## src/rtl/tpp_pkg.sv

```systemverilog
// ----------------------------------------------------------------------------
// tpp_pkg
// Constants, codes and interface types of the trapezoidal position profile.
// ----------------------------------------------------------------------------
package tpp_pkg;

  localparam int FRAC_BITS = 16;

  localparam logic [31:0] ONE_Q       = 32'(64'd1 << FRAC_BITS);
  localparam logic [31:0] DT_Q        = 32'(((64'd2 << FRAC_BITS) + 64'd500) / 64'd1000);
  localparam logic [31:0] MIN_ACCEL_Q = 32'(((64'd1 << FRAC_BITS) + 64'd5) / 64'd10);
  localparam logic [63:0] PROD_CAP    = 64'd1 << 62;

  localparam logic [30:0] ANGLE_LIMIT_RST = 31'(64'd720 << FRAC_BITS);
  localparam logic [31:0] VEL_LIMIT_RST   = 32'(64'd1000 << FRAC_BITS);
  localparam logic [31:0] ACC_LIMIT_RST   = 32'(64'd1000 << FRAC_BITS);

  localparam int CFG_IDX_W = 3;

  // Move direction, two's complement
  localparam logic [1:0] DIR_NONE = 2'b00;
  localparam logic [1:0] DIR_POS  = 2'b01;
  localparam logic [1:0] DIR_NEG  = 2'b11;

  typedef enum logic [CFG_IDX_W-1:0] {
    CFG_TARGET_ANGLE    = 3'd0,
    CFG_TARGET_VELOCITY = 3'd1,
    CFG_TARGET_ACCEL    = 3'd2,
    CFG_ANGLE_LIMIT     = 3'd3,
    CFG_VELOCITY_LIMIT  = 3'd4,
    CFG_ACCEL_LIMIT     = 3'd5
  } cfg_idx_e;

  typedef enum logic [2:0] {
    PH_WAIT   = 3'd0,
    PH_ACCEL  = 3'd1,
    PH_CRUISE = 3'd2,
    PH_DECEL  = 3'd3,
    PH_HOLD   = 3'd4
  } phase_e;

  typedef enum logic [4:0] {
    OP_NOP,
    OP_LATCH,
    OP_CAPTURE,
    OP_MUL_VV,
    OP_DIV_Q,
    OP_STORE_Q,
    OP_DIV_X,
    OP_SQRT,
    OP_MUL_PEAK,
    OP_STORE_PEAK,
    OP_DIV_RAMP,
    OP_STORE_RAMP,
    OP_STORE_CRUISE,
    OP_MUL_TT,
    OP_MUL_P1,
    OP_MUL_P2,
    OP_MUL_LIN,
    OP_COMMIT
  } dp_op_e;

  typedef enum logic [3:0] {
    S_IDLE,
    S_EVAL,
    S_VV,
    S_DQ_GO,
    S_DQ_WAIT,
    S_BRANCH,
    S_DX_WAIT,
    S_SQ_WAIT,
    S_PEAK,
    S_DR_WAIT,
    S_DC_WAIT,
    S_P1,
    S_P2,
    S_LIN,
    S_OUT
  } ctrl_state_e;

  typedef struct packed {
    dp_op_e op;
  } dp_cmd_t;

  typedef struct packed {
    logic rising;
    logic cur_wait;
    logic tri_move;
    logic div_done;
    logic sqrt_done;
  } dp_status_t;

endpackage

```

## src/rtl/tpp_ctrl.sv

```systemverilog
// ----------------------------------------------------------------------------
// tpp_ctrl
// Sequencer for one tick: plan on the enable's rising edge, evaluate the
// profile terms otherwise (skipped in wait), then commit the result to the output register.
// ----------------------------------------------------------------------------
module tpp_ctrl (
  input  logic                clk_i,
  input  logic                rst_ni,
  input  logic                in_valid_i,
  output logic                in_ready_o,
  output logic                out_valid_o,
  input  logic                out_ready_i,
  input  tpp_pkg::dp_status_t status_i,
  output tpp_pkg::dp_cmd_t    cmd_o
);

  tpp_pkg::ctrl_state_e state_q, state_d;
  logic                 out_valid_q, out_valid_d;
  logic                 out_free;

  assign out_free = !out_valid_q || out_ready_i;

  always_comb begin
    state_d = state_q;
    case (state_q)
      tpp_pkg::S_IDLE:    if (in_valid_i) state_d = tpp_pkg::S_EVAL;
      tpp_pkg::S_EVAL: begin
        if (status_i.rising) begin
          state_d = tpp_pkg::S_VV;
        end else if (status_i.cur_wait) begin
          state_d = tpp_pkg::S_OUT;
        end else begin
          state_d = tpp_pkg::S_P1;
        end
      end
      tpp_pkg::S_VV:      state_d = tpp_pkg::S_DQ_GO;
      tpp_pkg::S_DQ_GO:   state_d = tpp_pkg::S_DQ_WAIT;
      tpp_pkg::S_DQ_WAIT: if (status_i.div_done) state_d = tpp_pkg::S_BRANCH;
      tpp_pkg::S_BRANCH:  state_d = status_i.tri_move ? tpp_pkg::S_DX_WAIT : tpp_pkg::S_DR_WAIT;
      tpp_pkg::S_DX_WAIT: if (status_i.div_done) state_d = tpp_pkg::S_SQ_WAIT;
      tpp_pkg::S_SQ_WAIT: if (status_i.sqrt_done) state_d = tpp_pkg::S_PEAK;
      tpp_pkg::S_PEAK:    state_d = tpp_pkg::S_OUT;
      tpp_pkg::S_DR_WAIT: if (status_i.div_done) state_d = tpp_pkg::S_DC_WAIT;
      tpp_pkg::S_DC_WAIT: if (status_i.div_done) state_d = tpp_pkg::S_OUT;
      tpp_pkg::S_P1:      state_d = tpp_pkg::S_P2;
      tpp_pkg::S_P2:      state_d = tpp_pkg::S_LIN;
      tpp_pkg::S_LIN:     state_d = tpp_pkg::S_OUT;
      tpp_pkg::S_OUT:     if (out_free) state_d = tpp_pkg::S_IDLE;
      default:            state_d = tpp_pkg::S_IDLE;
    endcase
  end

  always_comb begin
    cmd_o.op    = tpp_pkg::OP_NOP;
    out_valid_d = out_valid_q && !out_ready_i;
    case (state_q)
      tpp_pkg::S_IDLE:    if (in_valid_i) cmd_o.op = tpp_pkg::OP_LATCH;
      tpp_pkg::S_EVAL: begin
        if (status_i.rising) begin
          cmd_o.op = tpp_pkg::OP_CAPTURE;
        end else if (!status_i.cur_wait) begin
          cmd_o.op = tpp_pkg::OP_MUL_TT;
        end
      end
      tpp_pkg::S_VV:      cmd_o.op = tpp_pkg::OP_MUL_VV;
      tpp_pkg::S_DQ_GO:   cmd_o.op = tpp_pkg::OP_DIV_Q;
      tpp_pkg::S_DQ_WAIT: if (status_i.div_done) cmd_o.op = tpp_pkg::OP_STORE_Q;
      tpp_pkg::S_BRANCH:  cmd_o.op = status_i.tri_move ? tpp_pkg::OP_DIV_X : tpp_pkg::OP_DIV_RAMP;
      tpp_pkg::S_DX_WAIT: if (status_i.div_done) cmd_o.op = tpp_pkg::OP_SQRT;
      tpp_pkg::S_SQ_WAIT: if (status_i.sqrt_done) cmd_o.op = tpp_pkg::OP_MUL_PEAK;
      tpp_pkg::S_PEAK:    cmd_o.op = tpp_pkg::OP_STORE_PEAK;
      tpp_pkg::S_DR_WAIT: if (status_i.div_done) cmd_o.op = tpp_pkg::OP_STORE_RAMP;
      tpp_pkg::S_DC_WAIT: if (status_i.div_done) cmd_o.op = tpp_pkg::OP_STORE_CRUISE;
      tpp_pkg::S_P1:      cmd_o.op = tpp_pkg::OP_MUL_P1;
      tpp_pkg::S_P2:      cmd_o.op = tpp_pkg::OP_MUL_P2;
      tpp_pkg::S_LIN:     cmd_o.op = tpp_pkg::OP_MUL_LIN;
      tpp_pkg::S_OUT: begin
        if (out_free) begin
          cmd_o.op    = tpp_pkg::OP_COMMIT;
          out_valid_d = 1'b1;
        end
      end
      default: ;
    endcase
  end

  always_ff @(posedge clk_i or negedge rst_ni) begin
    if (!rst_ni) begin
      state_q     <= tpp_pkg::S_IDLE;
      out_valid_q <= 1'b0;
    end else begin
      state_q     <= state_d;
      out_valid_q <= out_valid_d;
    end
  end

  assign in_ready_o  = (state_q == tpp_pkg::S_IDLE);
  assign out_valid_o = out_valid_q;

endmodule

```

## config.mk

```make
export PLATFORM = sky130hd
export DESIGN_NAME = tpp_ctrl
export DESIGN_NICKNAME = d
export VERILOG_FILES = /design/src/rtl/tpp_pkg.sv /design/src/rtl/tpp_ctrl.sv
export SDC_FILE = /design/constraint.sdc
export NUM_CORES = 1
export LEC_CHECK = 0
export BUFFER_PORTS_ARGS = -buffer_cell sky130_fd_sc_hd__buf_2
export CAP_MARGIN = 20
export CORE_AREA = 2 2 39 41
export DETAILED_ROUTE_END_ITERATION = 10
export DIE_AREA = 0 0 41 43
export PLACE_DENSITY_LB_ADDON = 0.25
export SETUP_SLACK_MARGIN = 0.2
export SYNTH_ARGS = -nofsm -noshare
export SYNTH_HDL_FRONTEND = slang
export SYNTH_SLANG_ARGS = --single-unit
```

## constraint.sdc

```tcl
create_clock -name clk_i -period 2.15 [get_ports clk_i]
set_input_delay 0.215 -clock clk_i [delete_from_list [all_inputs] [get_ports clk_i]]
set_output_delay 0.215 -clock clk_i [all_outputs]
set_load 0.05 [all_outputs]
```

==> results.yml <==
status:
  status: "complete, no violations"
floorplan:
  core_area_um2: 1380
  dieHeight_um: 43
  initial_core_util_pct: 44.8
  fp.dieW_um: 41
  rows: 14
  dieArea_um2: 1760
  io_pins: 16
route:
  dr.pass1.iters: 4
  ant_nets: 0
  routed_wl_mm: 1.92
  via_count: 776
  drtIter0Drc: 21
  vias_per_cell: 6.02
  drc: 0
  wire_per_inst_um: 14.9
timing:
  fmax_mhz: 514
  period_minus_slack_ps: 1950
  drv_slew: 0
  worst_pin_slew_ps: 340
  max_slew_margin_pct: 77.0
  setup_viol_count_final: 0
  finClkSkew_ps: 8.58
  rsz0062_at_grt: "true"
  min_period_over_period_pct: 90.5
  hold_viol: 0
  final.setup.tns_ps: 0
logic_synthesis:
  yosysSeqAreaShare_pct: 20.2
  syn_inst: 83
  synth_edf_count: 0
  async_reset_ff_share_pct: 100
  syn_area_per_cell_um2: 7.46
  synth_nets: 92
  syn-cell-area_um2: 619
  synth-seq-cells: 5
  synth.distinct_cells: 37
  synth_ff_type: "dfrtp_1"
  synth_warnings: 0
setup_path:
  worstPathRequired_ps: 2270
  slowest_delay_ps: 570
  cp_slowest_cell: "or4_1"
  crit_path_max_fanout: 4
  path_cells: "buf_4, or4_1, a21oi_4, or3_4, mux2_4"
  r2r-start: "state_q[0]$_DFFE_PN0P_"
  worst_ep_arrival_time_ps: 2070
  cp-start-kind: "flop"
  ff2ff_path_depth: 5
  end_kind: "flop"
  rrSetupSlack_ps: 200
  r2r-end: "state_q[3]$_DFFE_PN0P_"
  crit_type: "reg2reg"
place:
  portBuffers: 15
  hpwl_mm: 1.26
  gp_congestion: 0.819
layout:
  drive_above_1_share_pct: 46.9
  layout_common_cells: "buf_4, buf_2, nor2_1"
  multiInputGateArea_um2: 498
  final.fill_count: 132
  final_common_cell: "buf_4"
  fin_nets: 123
  syn2layout_area_growth_pct: 50.1
  antenna_cells: 0
  regArea_um2: 130
clock_network:
  clock_latency_ps: 250
  clock_sinks: 5
  ctsRootBufferMaster: "clkbuf_4"
  clk_pin_slew_ps: 50
  cts.path.max_buffers: 2
  cts_tree: "yes"
  numCtsBuffers: 3
  htreeDepth: 1
grt:
  grt_pass1_wl_mm: 2.89
  antenna_found_initial: 0
  grt-ovfl-total: 0
  grt_pass1_vias: 659
  grt_usage_pct: 23.3
  grt_max_degree: 18
min_path:
  min_path_type: "in2async"
run:
  maxCapViolations: 0
==> cells in the mapped netlist, drive strengths merged, types with 2 or more instances <==
cell type,count,area [µm²]
nand2b,9,56.3
nand4bb,2,22.5
nand2,4,15.0
nor2,10,37.5
clkbuf,2,7.51
nand3,2,10.0
inv,3,11.3
dfrtp,5,125
o41ai,2,25.0
o21ai,3,15.0
nand4b,2,17.5
nor3,2,10.0
a31oi,4,25.0
buf,6,35.0
o22ai,3,18.8
or3b,2,17.5
a21oi,7,38.8
==> per-layer routing <==
| metal | global-route usage (%) | vias up | part of all wire [%] |
|---|---|---|---|
| met4 | 7.33 | 0 | 1.1 |
| li1 | - | 375 | - |
| met1 | 34.2 | 354 | 45 |
| met5 | 0 | - | 0 |
| met2 | 33.1 | 43 | 47 |
| met3 | 4.71 | 4 | 7.1 |
==> critical path: cells and delay by family, from the launching register on <==
family,cells,cell delay (ps)
simple gates,2,750
flops,1,430
mux,1,300
compound gates,1,200
buf+inv,1,140
==> how the worst max path moves through the flow <==
stage	start	end	slack [ps]	depth (start not counted)
5_1_grt	state_q[1]$_DFFE_PN0P_	cmd_o[3]	160	5
3_3_place_gp	state_q[2]$_DFFE_PN0P_	state_q[3]$_DFFE_PN0P_	220	5
2_1_floorplan	state_q[0]$_DFFE_PN0P_	in_ready_o	190	3
4_1_cts	state_q[1]$_DFFE_PN0P_	cmd_o[3]	200	5
3_5_place_dp	state_q[2]$_DFFE_PN0P_	state_q[3]$_DFFE_PN0P_	180	5
6_report	state_q[0]$_DFFE_PN0P_	state_q[3]$_DFFE_PN0P_	200	5
==> logic make-up (layout without fill, tap and decap cells) <==
group | Yosys count | count (layout) | share of synthesized area [%]
muxes | 1 | 1 | 2.42
buffers and inverters | 11 | 41 | 8.69
DFF | 5 | 5 | 20.2
AOI/OAI and AO/OA | 27 | 27 | 30.7
and+or+nand+nor | 39 | 39 | 38.0
==> cell type report <==
cell class                      instances  area share [%]
Inverter                                3            1.21
Clock inverter                          1           0.538
Clock buffer                            3            2.42
Tap cell                               16            2.15
Multi-Input combinational cell         67            53.6
Timing Repair Buffer                   34            26.1
Sequential cell                         5            14.0
==> sequential cells by signal, indices dropped and copies added, names as in the netlist <==
signal,flops
state_q,4
out_valid_o,1
==> metrics by stage <==
stage,hold WS [ps],utilization (%),area (µm²),cells,setup WS [ps]
3_3_place_gp,32.3,53.3,738,113,224
3_5_place_dp,31.9,53.3,738,113,181
2_1_floorplan,-80.6,-,633,83,187
6_report,318,67.2,930,129,204
4_1_cts,303,61.6,852,123,200
5_1_grt,320,67.2,930,129,160
==> what timing repair did <==
action / in CTS / in global routing
setup endpoints to repair: 4 / 4
endpoints found under the hold margin: 5 / 0
hold buffers: 1 / 0
gates resized for setup: 11 / 9
pin swaps: 1 / 1
buffers inserted: 5 / 6
Power is left out: the tool's default activity adds up to more than one toggle a clock period on the data nets, which glitch-free logic cannot reach.
